## src/rtl/bcd_countdown_timer_serial_report_assert.svh

```systemverilog
// Assertion macros used by the timer core (bcdt_core).
`ifndef BCD_COUNTDOWN_TIMER_SERIAL_REPORT_ASSERT_SVH
`define BCD_COUNTDOWN_TIMER_SERIAL_REPORT_ASSERT_SVH

`ifndef SYNTHESIS
`define BCDT_ASSERT(lbl, clk, rst_n, prop, msg) \
    lbl: assert property (@(posedge clk) disable iff (!rst_n) prop) else $error(msg);
`define BCDT_ASSERT_ALWAYS(lbl, clk, prop, msg) \
    lbl: assert property (@(posedge clk) prop) else $error(msg);
`else
`define BCDT_ASSERT(lbl, clk, rst_n, prop, msg)
`define BCDT_ASSERT_ALWAYS(lbl, clk, prop, msg)
`endif

`endif

```

## src/rtl/bcdt_pkg.sv

```systemverilog
`timescale 1ns / 1ps
`default_nettype none
package bcdt_pkg;

    localparam int COUNT_WIDTH = 16;
    localparam int THRESH_W    = 16;
    localparam int CMP_W       = (COUNT_WIDTH > THRESH_W) ? COUNT_WIDTH : THRESH_W;
    localparam int DIGIT_W     = 4;
    localparam int SEC_TENS_W  = 3;
    localparam int POS_W       = 3;
    localparam int CHAR_W      = 7;
    localparam int CFG_IDX_W   = 3;

    localparam logic [COUNT_WIDTH-1:0] TICK_MAX = '1;

    // item kinds
    localparam logic [1:0] KIND_POLL  = 2'd0;
    localparam logic [1:0] KIND_START = 2'd1;
    localparam logic [1:0] KIND_STOP  = 2'd2;

    // register indexes
    localparam logic [CFG_IDX_W-1:0] CFG_TICK_THRESHOLD   = 3'd0;
    localparam logic [CFG_IDX_W-1:0] CFG_PRESET_MIN_TENS  = 3'd1;
    localparam logic [CFG_IDX_W-1:0] CFG_PRESET_MIN_UNITS = 3'd2;
    localparam logic [CFG_IDX_W-1:0] CFG_PRESET_SEC_TENS  = 3'd3;
    localparam logic [CFG_IDX_W-1:0] CFG_PRESET_SEC_UNITS = 3'd4;

    localparam logic [THRESH_W-1:0]   RST_TICK_THRESHOLD   = 16'd1200;
    localparam logic [DIGIT_W-1:0]    RST_PRESET_MIN_TENS  = 4'd3;
    localparam logic [DIGIT_W-1:0]    RST_PRESET_MIN_UNITS = 4'd0;
    localparam logic [SEC_TENS_W-1:0] RST_PRESET_SEC_TENS  = 3'd0;
    localparam logic [DIGIT_W-1:0]    RST_PRESET_SEC_UNITS = 4'd0;

    localparam logic [DIGIT_W-1:0]    DIGIT_NINE     = 4'd9;
    localparam logic [SEC_TENS_W-1:0] SEC_TENS_FIVE  = 3'd5;
    localparam logic [POS_W-1:0]      SEND_LAST      = 3'd5;
    localparam logic [POS_W-1:0]      POS_MIN_TENS   = 3'd0;
    localparam logic [POS_W-1:0]      POS_MIN_UNITS  = 3'd1;
    localparam logic [POS_W-1:0]      POS_COLON      = 3'd2;
    localparam logic [POS_W-1:0]      POS_SEC_TENS   = 3'd3;
    localparam logic [POS_W-1:0]      POS_SEC_UNITS  = 3'd4;

    localparam logic [CHAR_W-1:0] CHAR_ZERO    = 7'h30;
    localparam logic [CHAR_W-1:0] CHAR_COLON   = 7'h3A;
    localparam logic [CHAR_W-1:0] CHAR_NEWLINE = 7'h0A;

    typedef enum logic [1:0] {
        MODE_STOPPED  = 2'd0,
        MODE_COUNTING = 2'd1,
        MODE_SENDING  = 2'd2
    } t_mode;

    typedef struct packed {
        logic [1:0] kind;
        logic       tick_elapsed;
        logic       tx_ready;
    } t_item;

    typedef struct packed {
        logic                  display_update;
        logic [DIGIT_W-1:0]    min_tens;
        logic [DIGIT_W-1:0]    min_units;
        logic [SEC_TENS_W-1:0] sec_tens;
        logic [DIGIT_W-1:0]    sec_units;
        logic                  second_beep;
        logic                  minute_sound;
        logic                  time_up;
        logic                  tx_valid;
        logic [CHAR_W-1:0]     tx_char;
        logic [1:0]            run_state;
    } t_result;

    typedef struct packed {
        logic                  we;
        logic [CFG_IDX_W-1:0]  index;
        logic [THRESH_W-1:0]   wdata;
    } t_cfg_wr;

endpackage
`default_nettype wire

```

## src/rtl/bcd_countdown_timer_serial_report.sv

```systemverilog
// BCD MM:SS countdown timer with serial time report.
// Each item passes the input register, then the result register; a stalled
// output holds it in the input register.
// Throughput: one item per cycle unless the output stalls; the only loop is the state update.
// Reset (synchronous, active low): timer stopped at 00:00, tick count and
// report position cleared, registers at their default values, no item held.
`timescale 1ns / 1ps
`default_nettype none
module bcd_countdown_timer_serial_report (
    input  wire logic        i_clk,
    input  wire logic        i_rst_n,
    input  wire logic        i_cfg_we,
    input  wire logic [2:0]  i_cfg_index,
    input  wire logic [15:0] i_cfg_wdata,
    input  wire logic        i_s_axis_tvalid,
    output logic             o_s_axis_tready,
    input  wire logic [7:0]  i_s_axis_tdata,  // [0] tick_elapsed, [1] tx_ready
    input  wire logic [1:0]  i_s_axis_tuser,  // [1:0] kind
    output logic             o_m_axis_tvalid,
    input  wire logic        i_m_axis_tready,
    // [0] display_update, [4:1] min_tens, [8:5] min_units, [11:9] sec_tens,
    // [15:12] sec_units, [16] second_beep, [17] minute_sound, [18] time_up,
    // [19] tx_valid, [26:20] tx_char, [28:27] run_state
    output logic [31:0]      o_m_axis_tdata
);
    import bcdt_pkg::*;

    t_item   in_item, stage_item;
    t_result core_result, out_result;
    t_cfg_wr cfg_wr;
    logic    stage_valid, out_ready, core_fire;

    assign in_item.kind         = i_s_axis_tuser;
    assign in_item.tick_elapsed = i_s_axis_tdata[0];
    assign in_item.tx_ready     = i_s_axis_tdata[1];

    assign cfg_wr.we    = i_cfg_we;
    assign cfg_wr.index = i_cfg_index;
    assign cfg_wr.wdata = i_cfg_wdata;

    assign core_fire = stage_valid && out_ready;

    bcdt_in_stage u_in (
        .i_clk   (i_clk),
        .i_rst_n (i_rst_n),
        .i_valid (i_s_axis_tvalid),
        .o_ready (o_s_axis_tready),
        .i_item  (in_item),
        .o_valid (stage_valid),
        .i_ready (out_ready),
        .o_item  (stage_item)
    );

    bcdt_core u_core (
        .i_clk    (i_clk),
        .i_rst_n  (i_rst_n),
        .i_cfg    (cfg_wr),
        .i_fire   (core_fire),
        .i_item   (stage_item),
        .o_result (core_result)
    );

    bcdt_out_stage u_out (
        .i_clk    (i_clk),
        .i_rst_n  (i_rst_n),
        .i_valid  (stage_valid),
        .o_ready  (out_ready),
        .i_result (core_result),
        .o_valid  (o_m_axis_tvalid),
        .i_ready  (i_m_axis_tready),
        .o_result (out_result)
    );

    assign o_m_axis_tdata = {
        3'b000,
        out_result.run_state,
        out_result.tx_char,
        out_result.tx_valid,
        out_result.time_up,
        out_result.minute_sound,
        out_result.second_beep,
        out_result.sec_units,
        out_result.sec_tens,
        out_result.min_units,
        out_result.min_tens,
        out_result.display_update
    };
endmodule
`default_nettype wire

```

## src/rtl/bcdt_in_stage.sv

```systemverilog
`timescale 1ns / 1ps
`default_nettype none
module bcdt_in_stage (
    input  wire logic           i_clk,
    input  wire logic           i_rst_n,
    input  wire logic           i_valid,
    output logic                o_ready,
    input  wire bcdt_pkg::t_item i_item,
    output logic                o_valid,
    input  wire logic           i_ready,
    output bcdt_pkg::t_item     o_item
);
    import bcdt_pkg::*;

    logic  r_valid;
    t_item r_item;

    assign o_ready = !r_valid || i_ready;
    assign o_valid = r_valid;
    assign o_item  = r_item;

    always_ff @(posedge i_clk) begin
        if (!i_rst_n) begin
            r_valid <= 1'b0;
        end else if (o_ready) begin
            r_valid <= i_valid;
        end
    end

    always_ff @(posedge i_clk) begin
        if (o_ready && i_valid) begin
            r_item <= i_item;
        end
    end
endmodule
`default_nettype wire

```

## src/rtl/bcdt_core.sv

```systemverilog
`timescale 1ns / 1ps
`default_nettype none
`include "bcd_countdown_timer_serial_report_assert.svh"
module bcdt_core (
    input  wire logic             i_clk,
    input  wire logic             i_rst_n,
    input  wire bcdt_pkg::t_cfg_wr i_cfg,
    input  wire logic             i_fire,
    input  wire bcdt_pkg::t_item   i_item,
    output bcdt_pkg::t_result     o_result
);
    import bcdt_pkg::*;

    logic [THRESH_W-1:0]    r_thresh;
    logic [DIGIT_W-1:0]     r_pre_mt, r_pre_mu, r_pre_su;
    logic [SEC_TENS_W-1:0]  r_pre_st;

    t_mode                  r_mode, n_mode;
    logic [POS_W-1:0]       r_pos, n_pos;
    logic [COUNT_WIDTH-1:0] r_tick, n_tick;
    logic [DIGIT_W-1:0]     r_mt, r_mu, r_su, n_mt, n_mu, n_su;
    logic [SEC_TENS_W-1:0]  r_st, n_st;

    logic                   is_poll;
    logic [COUNT_WIDTH-1:0] tick_after;
    logic                   fire_dec;
    logic                   all_zero;
    logic                   send_char;
    logic                   last_char;
    logic [CHAR_W-1:0]      cur_char;

    // configuration writes
    always_ff @(posedge i_clk) begin
        if (!i_rst_n) begin
            r_thresh <= RST_TICK_THRESHOLD;
            r_pre_mt <= RST_PRESET_MIN_TENS;
            r_pre_mu <= RST_PRESET_MIN_UNITS;
            r_pre_st <= RST_PRESET_SEC_TENS;
            r_pre_su <= RST_PRESET_SEC_UNITS;
        end else if (i_cfg.we) begin
            unique case (i_cfg.index)
                CFG_TICK_THRESHOLD:   r_thresh <= i_cfg.wdata;
                CFG_PRESET_MIN_TENS:  r_pre_mt <= i_cfg.wdata[DIGIT_W-1:0];
                CFG_PRESET_MIN_UNITS: r_pre_mu <= i_cfg.wdata[DIGIT_W-1:0];
                CFG_PRESET_SEC_TENS:  r_pre_st <= i_cfg.wdata[SEC_TENS_W-1:0];
                CFG_PRESET_SEC_UNITS: r_pre_su <= i_cfg.wdata[DIGIT_W-1:0];
                default: ;
            endcase
        end
    end

    assign is_poll    = (i_item.kind == KIND_POLL);
    // saturating tick count, counted in every mode
    assign tick_after = (i_item.tick_elapsed && (r_tick != TICK_MAX)) ?
                        r_tick + 1'b1 : r_tick;
    assign fire_dec   = is_poll && (r_mode == MODE_COUNTING) &&
                        (CMP_W'(tick_after) >= CMP_W'(r_thresh));
    assign all_zero   = (r_su == '0) && (r_st == '0) && (r_mu == '0) && (r_mt == '0);
    assign send_char  = is_poll && (r_mode == MODE_SENDING) && i_item.tx_ready;
    assign last_char  = (r_pos >= SEND_LAST);

    // next state
    always_comb begin
        n_mode = r_mode;
        unique case (i_item.kind)
            KIND_START: n_mode = MODE_COUNTING;
            KIND_STOP:  n_mode = MODE_STOPPED;
            KIND_POLL: begin
                if (fire_dec) begin
                    n_mode = all_zero ? MODE_STOPPED : MODE_SENDING;
                end else if (send_char && last_char) begin
                    n_mode = MODE_COUNTING;
                end
            end
            default: n_mode = r_mode;
        endcase
    end

    always_comb begin
        case (r_pos)
            POS_MIN_TENS:  cur_char = CHAR_ZERO + CHAR_W'(r_mt);
            POS_MIN_UNITS: cur_char = CHAR_ZERO + CHAR_W'(r_mu);
            POS_COLON:     cur_char = CHAR_COLON;
            POS_SEC_TENS:  cur_char = CHAR_ZERO + CHAR_W'(r_st);
            POS_SEC_UNITS: cur_char = CHAR_ZERO + CHAR_W'(r_su);
            default:       cur_char = CHAR_NEWLINE;
        endcase
    end

    // datapath and result
    always_comb begin
        n_pos  = r_pos;
        n_tick = r_tick;
        n_mt   = r_mt;
        n_mu   = r_mu;
        n_st   = r_st;
        n_su   = r_su;
        o_result = '0;
        case (i_item.kind)
            KIND_START: begin
                n_mt   = r_pre_mt;
                n_mu   = r_pre_mu;
                n_st   = r_pre_st;
                n_su   = r_pre_su;
                n_tick = '0;
                n_pos  = '0;
            end
            KIND_STOP: n_pos = '0;
            KIND_POLL: begin
                n_tick = tick_after;
                if (fire_dec) begin
                    n_tick = '0;
                    n_pos  = '0;
                    o_result.display_update = 1'b1;
                    if (r_su != '0) begin
                        n_su = r_su - 1'b1;
                        o_result.second_beep = 1'b1;
                    end else begin
                        n_su = DIGIT_NINE;
                        if (r_st != '0) begin
                            n_st = r_st - 1'b1;
                        end else begin
                            n_st = SEC_TENS_FIVE;
                            o_result.minute_sound = 1'b1;
                            if (r_mu != '0) begin
                                n_mu = r_mu - 1'b1;
                            end else begin
                                n_mu = DIGIT_NINE;
                                if (r_mt != '0) begin
                                    n_mt = r_mt - 1'b1;
                                end else begin
                                    // ran past 00:00
                                    n_mt = '0;
                                    n_mu = '0;
                                    n_st = '0;
                                    n_su = '0;
                                    o_result.time_up = 1'b1;
                                end
                            end
                        end
                    end
                end else if (send_char) begin
                    o_result.tx_valid = 1'b1;
                    o_result.tx_char  = cur_char;
                    n_pos = last_char ? '0 : r_pos + 1'b1;
                end
            end
            default: ;
        endcase
        o_result.min_tens  = n_mt;
        o_result.min_units = n_mu;
        o_result.sec_tens  = n_st;
        o_result.sec_units = n_su;
        o_result.run_state = n_mode;
    end

    always_ff @(posedge i_clk) begin
        if (!i_rst_n) begin
            r_mode <= MODE_STOPPED;
            r_pos  <= '0;
            r_tick <= '0;
            r_mt   <= '0;
            r_mu   <= '0;
            r_st   <= '0;
            r_su   <= '0;
        end else if (i_fire) begin
            r_mode <= n_mode;
            r_pos  <= n_pos;
            r_tick <= n_tick;
            r_mt   <= n_mt;
            r_mu   <= n_mu;
            r_st   <= n_st;
            r_su   <= n_su;
        end
    end

    `BCDT_ASSERT(a_pos_range, i_clk, i_rst_n, (r_pos <= SEND_LAST), "send position out of range")
    `BCDT_ASSERT(a_tx_only_sending, i_clk, i_rst_n, (o_result.tx_valid |-> (r_mode == MODE_SENDING)), "character sent outside report")
    `BCDT_ASSERT(a_timeup_stops, i_clk, i_rst_n, (o_result.time_up |-> (o_result.run_state == MODE_STOPPED) && o_result.minute_sound), "time up without stop")
    `BCDT_ASSERT(a_dec_clears_tick, i_clk, i_rst_n, ((i_fire && o_result.display_update) |=> (r_tick == '0) && (r_pos == '0)), "decrement left tick count or position")
endmodule
`default_nettype wire

```

## src/rtl/bcdt_out_stage.sv

```systemverilog
`timescale 1ns / 1ps
`default_nettype none
module bcdt_out_stage (
    input  wire logic              i_clk,
    input  wire logic              i_rst_n,
    input  wire logic              i_valid,
    output logic                   o_ready,
    input  wire bcdt_pkg::t_result i_result,
    output logic                   o_valid,
    input  wire logic              i_ready,
    output bcdt_pkg::t_result      o_result
);
    import bcdt_pkg::*;

    logic    r_valid;
    t_result r_result;

    assign o_ready  = !r_valid || i_ready;
    assign o_valid  = r_valid;
    assign o_result = r_result;

    always_ff @(posedge i_clk) begin
        if (!i_rst_n) begin
            r_valid <= 1'b0;
        end else if (o_ready) begin
            r_valid <= i_valid;
        end
    end

    always_ff @(posedge i_clk) begin
        if (o_ready && i_valid) begin
            r_result <= i_result;
        end
    end
endmodule
`default_nettype wire

```

## config.mk

```make
export PLATFORM = sky130hd
export DESIGN_NAME = bcd_countdown_timer_serial_report
export DESIGN_NICKNAME = d
export VERILOG_FILES = /design/src/rtl/bcdt_pkg.sv /design/src/rtl/bcd_countdown_timer_serial_report.sv /design/src/rtl/bcdt_in_stage.sv /design/src/rtl/bcdt_core.sv /design/src/rtl/bcdt_out_stage.sv
export VERILOG_INCLUDE_DIRS = /design/src /design/src/rtl
export SDC_FILE = /design/constraint.sdc
export NUM_CORES = 1
export LEC_CHECK = 0
export BUFFER_PORTS_ARGS = -buffer_cell sky130_fd_sc_hd__buf_4
export CAP_MARGIN = 0
export CORE_UTILIZATION = 35
export CTS_CLUSTER_DIAMETER = 200
export DETAILED_ROUTE_END_ITERATION = 10
export PLACE_DENSITY = 0.58
export SLEW_MARGIN = 15
export SYNTH_ARGS = -nofsm -noshare
export SYNTH_HDL_FRONTEND = slang
export SYNTH_SLANG_ARGS = --single-unit
```

## constraint.sdc

```tcl
create_clock -name i_clk -period 6.06 [get_ports i_clk]
set_input_delay 1.212 -clock i_clk [delete_from_list [all_inputs] [get_ports i_clk]]
set_output_delay 1.212 -clock i_clk [all_outputs]
set_load 0.02 [all_outputs]
```

# After elaboration in Yosys (flattened, before gate mapping)
# Cells that the tools add are included.
# op_classes
add_sub_neg	10
reduce_logical	41
eq_ne	14
n_bitwise	3
n_lt_le_gt_ge	2
muxes	41
# op_table
cell	n
two-way mux 4 bit	14
one-hot mux 7 bit (5 select lines)	1
two-way mux 16 bit	2
one-hot mux 16 bit (2 select lines)	1
two-way mux 3 bit	8
one-hot mux 4 bit (2 select lines)	3
adder 6 x 4 -> 7 bit (first input constant)	3
adder 16 x 1 -> 16 bit (second input constant)	1
greater-or-equal comparator 16 bit	1
inequality test 16 bit (second input constant)	1
AND reduction 2 bit	7
equality test 3 x 2 -> 1 bit (second input constant)	4
logical NOT 4 bit	3
one-hot mux 3 bit (2 select lines)	2
nonzero test 4 bit	3
subtractor 4 x 1 -> 4 bit (second input constant)	3
logical AND 1 bit	11
logical NOT 3 bit	3
two-way mux 2 bit	4
two-way mux 8 bit	1
adder 6 x 3 -> 7 bit (first input constant)	1
equality test 3 x 1 -> 1 bit (second input constant)	2
equality test 3 bit (second input constant)	2
one-hot mux 2 bit (3 select lines)	1
other kinds (17)	29
# totals
elab_cells	139
in_bits	34
reg_bits	102
out_inout_bits	34

# Longest topological paths before layout
# depth
ltp_word	7
ltp_mapped	15

# Cells and area by module
# From an unflattened synthesis, not the netlist that was laid out.
# hier_totals
hier_cells	649
hier_area_um2	5731.7
# by_module_without_submodules
mod	area_per_inst_um2	cells_each	instances	seq_area_each_um2
bcdt_core	4593.2	601	1	1341.3
bcdt_out_stage	928.4	34	1	890.9
bcdt_in_stage	177.7	9	1	140.1
bcd_countdown_timer_serial_report	32.5	5	1	0.0

# Least setup slack after synthesis
# OpenSTA, ideal clock, no wires.
# synth_path
kind	reg2reg
start	register u_core.r_tick[0]
end	register u_out.r_result, in the netlist u_out.o_result[26] (data pin)
path_stages_with_launch	15
arrival_time_ns	3.273
path_buffers	1
path_slack_ns	2.521
path_cell_list	dfxtp_1 ha_1 clkbuf_2 and4_1 nand4_2 nand4_1 or2_2 xnor2_1 ha_1 nand4_1 a311oi_2 a41oi_2 a211oi_1 a31oi_1 or3_1
# synth_lines
element	line_no	rtl
start: declaration	bcdt_core.sv:20	logic [COUNT_WIDTH-1:0] r_tick, n_tick;
start signal: assignment	bcdt_core.sv:169	r_tick <= n_tick;
end signal: assignment	bcdt_out_stage.sv:32	r_result <= i_result;
end: declaration	bcdt_out_stage.sv:16	t_result r_result;

==> results.yml <==
global_routing:
  grt_antenna_before_repair: 0
  grt_pass1_wl_um: 23220
  grt_max_degree: 57
  grt_use_total: 0.1821
  grt-ovfl-total: 0
  first_global_vias: 4474
clock_network:
  cts_tree: "yes"
  clkSinkCount: 100
  htree_num_levels: 3
  clock_insertion_delay_worst_skew_ns: 0.36
  cts.clk_slew.worst_paths_ns: 0.07
  clock_tree.root_cell: "sky130_fd_sc_hd__clkbuf_16"
  ctsHoldBuffers: 0
  numCtsBuffers: 9
  cts_buffer_depth: 2
  post_cts.repair.setup_buffers: 0
  cts_resized: 0
job:
  timing.max_cap.violations: 0
yosys:
  ys_ff_latch: 100
  post_synth_instance_area_um2: 5567
  synth_instances: 623
  synth_edf_count: 31
  postSynth.topFlopCell: "sky130_fd_sc_hd__dfxtp_1"
  synthArstFlopShare: 0
  yosysWarnings: 0
  synth_cell_types: 75
  avg_inst_size_synth_um2: 8.935
  yosysSeqAreaShare: 0.4154
critical_path:
  path_class: "reg2reg"
  critical_path_fanout_max: 11
  critPathRequiredTime_ns: 6.29
  endpoint_kind: "flip-flop"
  ff2ff_path_depth: 11
  cp.arrival_ns: 4.57
  critPathLaunchType: "flip-flop"
die:
  floorplan.initialDensity: 0.3621
  fp.dieArea_um2: 16410
  number_of_primary_i_o_pins: 68
  die-width_um: 128.1
  std_cell_rows: 45
  die_height_um: 128.1
  design.core.area_um2: 15370
timing:
  final_min_period_over_clock_period: 0.7162
  slew_violations: 0
  final.setup.worst_slack_ns: 1.720
  rsz0062_at_grt: "no"
  fin_worst_skew_ns: 0.007880
  relSlewSlack: 0.3938
  max_slew.worst_pin.slew_ns: 0.9093
  fmax_mhz: 230.4
  period_minus_slack_ns: 4.340
  timing.setup.tns_ns: 0
  finalSetupViolations: 0
  finalHoldViolations: 0
cells_and_area:
  mostFrequentLayoutCell: "sky130_fd_sc_hd__nand2_1"
  finalNetCount: 717
  final.fill_count: 1515
  area_growth_syn_to_layout_pct: 14.88
  commonest_cells_after_routing_fill_and_taps_aside: "sky130_fd_sc_hd__nand2_1, sky130_fd_sc_hd__dfxtp_1, sky130_fd_sc_hd__buf_4"
  antenna_cells: 0
  drive_gt1_frac: 0.1442
min_path:
  worst_hold_path_type: "reg2reg"
  hold_path_depth: 2
pwr:
  vdd.ir_drop.worst_mv: 0.1803
  static-leakage-power_nw: 2.420
  power_density_nw_per_um2: 231.0
detailed_routing:
  dr.pass1.iters: 5
  drt_iter0_drc: 370
  detail_route.drc_violations: 0
  avgRoutedWirePerCell_um: 16.40
  via_per_inst: 5.469
  route.final.wire_length_um: 14270
  ant_nets: 0
  route.vias.total: 4758
placement:
  globalplace.congestion: 0.8708
  place.detailed.hpwl_um: 10410
  pre_cts_slack_ns: 1.807
  total_of_buffers_placed_on_input_and_output_ports: 57
run_status:
  outcome: "complete, no violations"
[cell type report]
cell class | instances | area, um^2 | share of cell area
Clock inverter | 6 | 70.07 | 0.01096
Clock buffer | 10 | 239.0 | 0.03737
Sequential cell | 100 | 2312 | 0.3616
Timing Repair Buffer | 58 | 435.4 | 0.06809
Multi-Input combinational cell | 444 | 2920 | 0.4567
Tap cell | 211 | 264.0 | 0.04128
Inverter | 41 | 153.9 | 0.02407
[sequential cells by signal (all words and copies together) (netlist names), 3 cells and up]
name,cells
u_core.r_su,4
u_core.r_st,3
u_core.r_mu,4
u_core.r_thresh,16
u_core.r_tick,16
u_core.r_pre_mu,4
u_core.r_pre_st,3
u_core.r_pre_su,4
u_out.o_result,27
u_core.r_pos,3
u_core.r_mt,4
u_core.r_pre_mt,4
u_in.o_item,4
[final timing paths]
kind	start	end	slack [ns]
worst max-delay path	u_core.r_tick[1]	u_out.o_result[0]	1.72
worst min-delay path	u_core.r_thresh[13]	u_core.r_thresh[13]	0.47
worst max register to register	u_core.r_tick[1]	u_out.o_result[0]	1.72
worst min register to register	u_core.r_thresh[13]	u_core.r_thresh[13]	0.47
[synth_stat cells (5+ instances only)]
cell type	instances	area share
sky130_fd_sc_hd__mux2i_1	16	0.029
sky130_fd_sc_hd__and2_1	10	0.011
sky130_fd_sc_hd__o21ai_0	21	0.019
sky130_fd_sc_hd__and3_1	5	0.0056
sky130_fd_sc_hd__nand2b_1	7	0.0079
sky130_fd_sc_hd__dfxtp_1	69	0.25
sky130_fd_sc_hd__nor2_1	33	0.022
sky130_fd_sc_hd__a21oi_1	20	0.018
sky130_fd_sc_hd__xor2_1	6	0.0094
sky130_fd_sc_hd__ha_1	29	0.065
sky130_fd_sc_hd__o22ai_1	7	0.0079
sky130_fd_sc_hd__buf_4	6	0.0081
sky130_fd_sc_hd__nand4_1	12	0.013
sky130_fd_sc_hd__a31oi_1	10	0.011
sky130_fd_sc_hd__nand2_1	90	0.061
sky130_fd_sc_hd__nand3_1	22	0.020
sky130_fd_sc_hd__xnor2_1	6	0.0094
sky130_fd_sc_hd__clkbuf_1	23	0.016
sky130_fd_sc_hd__a21boi_0	13	0.018
sky130_fd_sc_hd__o211ai_1	11	0.015
sky130_fd_sc_hd__buf_2	11	0.0099
sky130_fd_sc_hd__a32o_1	10	0.018
sky130_fd_sc_hd__edfxtp_1	31	0.17
sky130_fd_sc_hd__a22oi_1	5	0.0067
sky130_fd_sc_hd__inv_1	40	0.027
sky130_fd_sc_hd__nor2b_1	19	0.021
sky130_fd_sc_hd__or3_1	5	0.0056
sky130_fd_sc_hd__nor3_1	11	0.0099
[per-stage QoR]
step | hold WS [ns] | util | area (um^2) | power [mW] | instances
after floorplan | 0.4414 | - | 5578 | 0.8322 | 626
after global placement | 0.4572 | 0.3959 | 6086 | 0.8824 | 854
after detailed placement | 0.4584 | 0.3959 | 6086 | 0.8856 | 854
after CTS | 0.4680 | 0.4160 | 6395 | 1.493 | 870
after global routing | 0.4970 | 0.4160 | 6395 | 1.535 | 870
final | 0.4707 | 0.4160 | 6395 | 1.477 | 870
[metal layers]
metal / GRT usage / share of wire / wire, um / vias up
li1: - / - / - / 2314
met1: 0.2305 / 0.46 / 6518 / 2261
met2: 0.3024 / 0.47 / 6653 / 166
met3: 0.03881 / 0.057 / 813 / 17
met4: 0.07059 / 0.020 / 282 / 0
met5: 0 / 0 / 0 / -
[cells by family (layout without fill, tap and decap cells)]
kind of cell             Yosys count  count (layout)  synth area share
AND/OR/NAND/NOR                  238             238            0.2162
buffers and inverters             82             115           0.06203
flip-flops                       100             100            0.4154
AO/OA/AOI/OAI                    144             144            0.1908
multiplexers                      17              17           0.03079
adder cells (fa/ha/maj)           29              29           0.06518
other                              1               4         0.0006737
XOR/XNOR                          12              12           0.01888
[report_power, final]
group | switching (mW) | leakage (nW) | internal (mW)
registers | 0.0125 | 0.853 | 0.710
clock network | 0.271 | 0.153 | 0.335
logic | 0.0926 | 1.41 | 0.0564
total | 0.376 | 2.42 | 1.10
[worst max-delay path, cell delays in order (launching register included)]
cell and delay (ns):
sky130_fd_sc_hd__dfxtp_1 0.40, sky130_fd_sc_hd__ha_1 0.36, sky130_fd_sc_hd__and4_1 0.29, sky130_fd_sc_hd__nand4_2 0.22
sky130_fd_sc_hd__nand2_1 0.32, sky130_fd_sc_hd__mux2_2 0.41, sky130_fd_sc_hd__ha_1 0.28, sky130_fd_sc_hd__a2111o_1 0.41
sky130_fd_sc_hd__a41oi_2 0.42, sky130_fd_sc_hd__a21oi_2 0.15, sky130_fd_sc_hd__nor2_1 0.72, sky130_fd_sc_hd__o32a_1 0.25
Power figures use the tool's default switching activity.
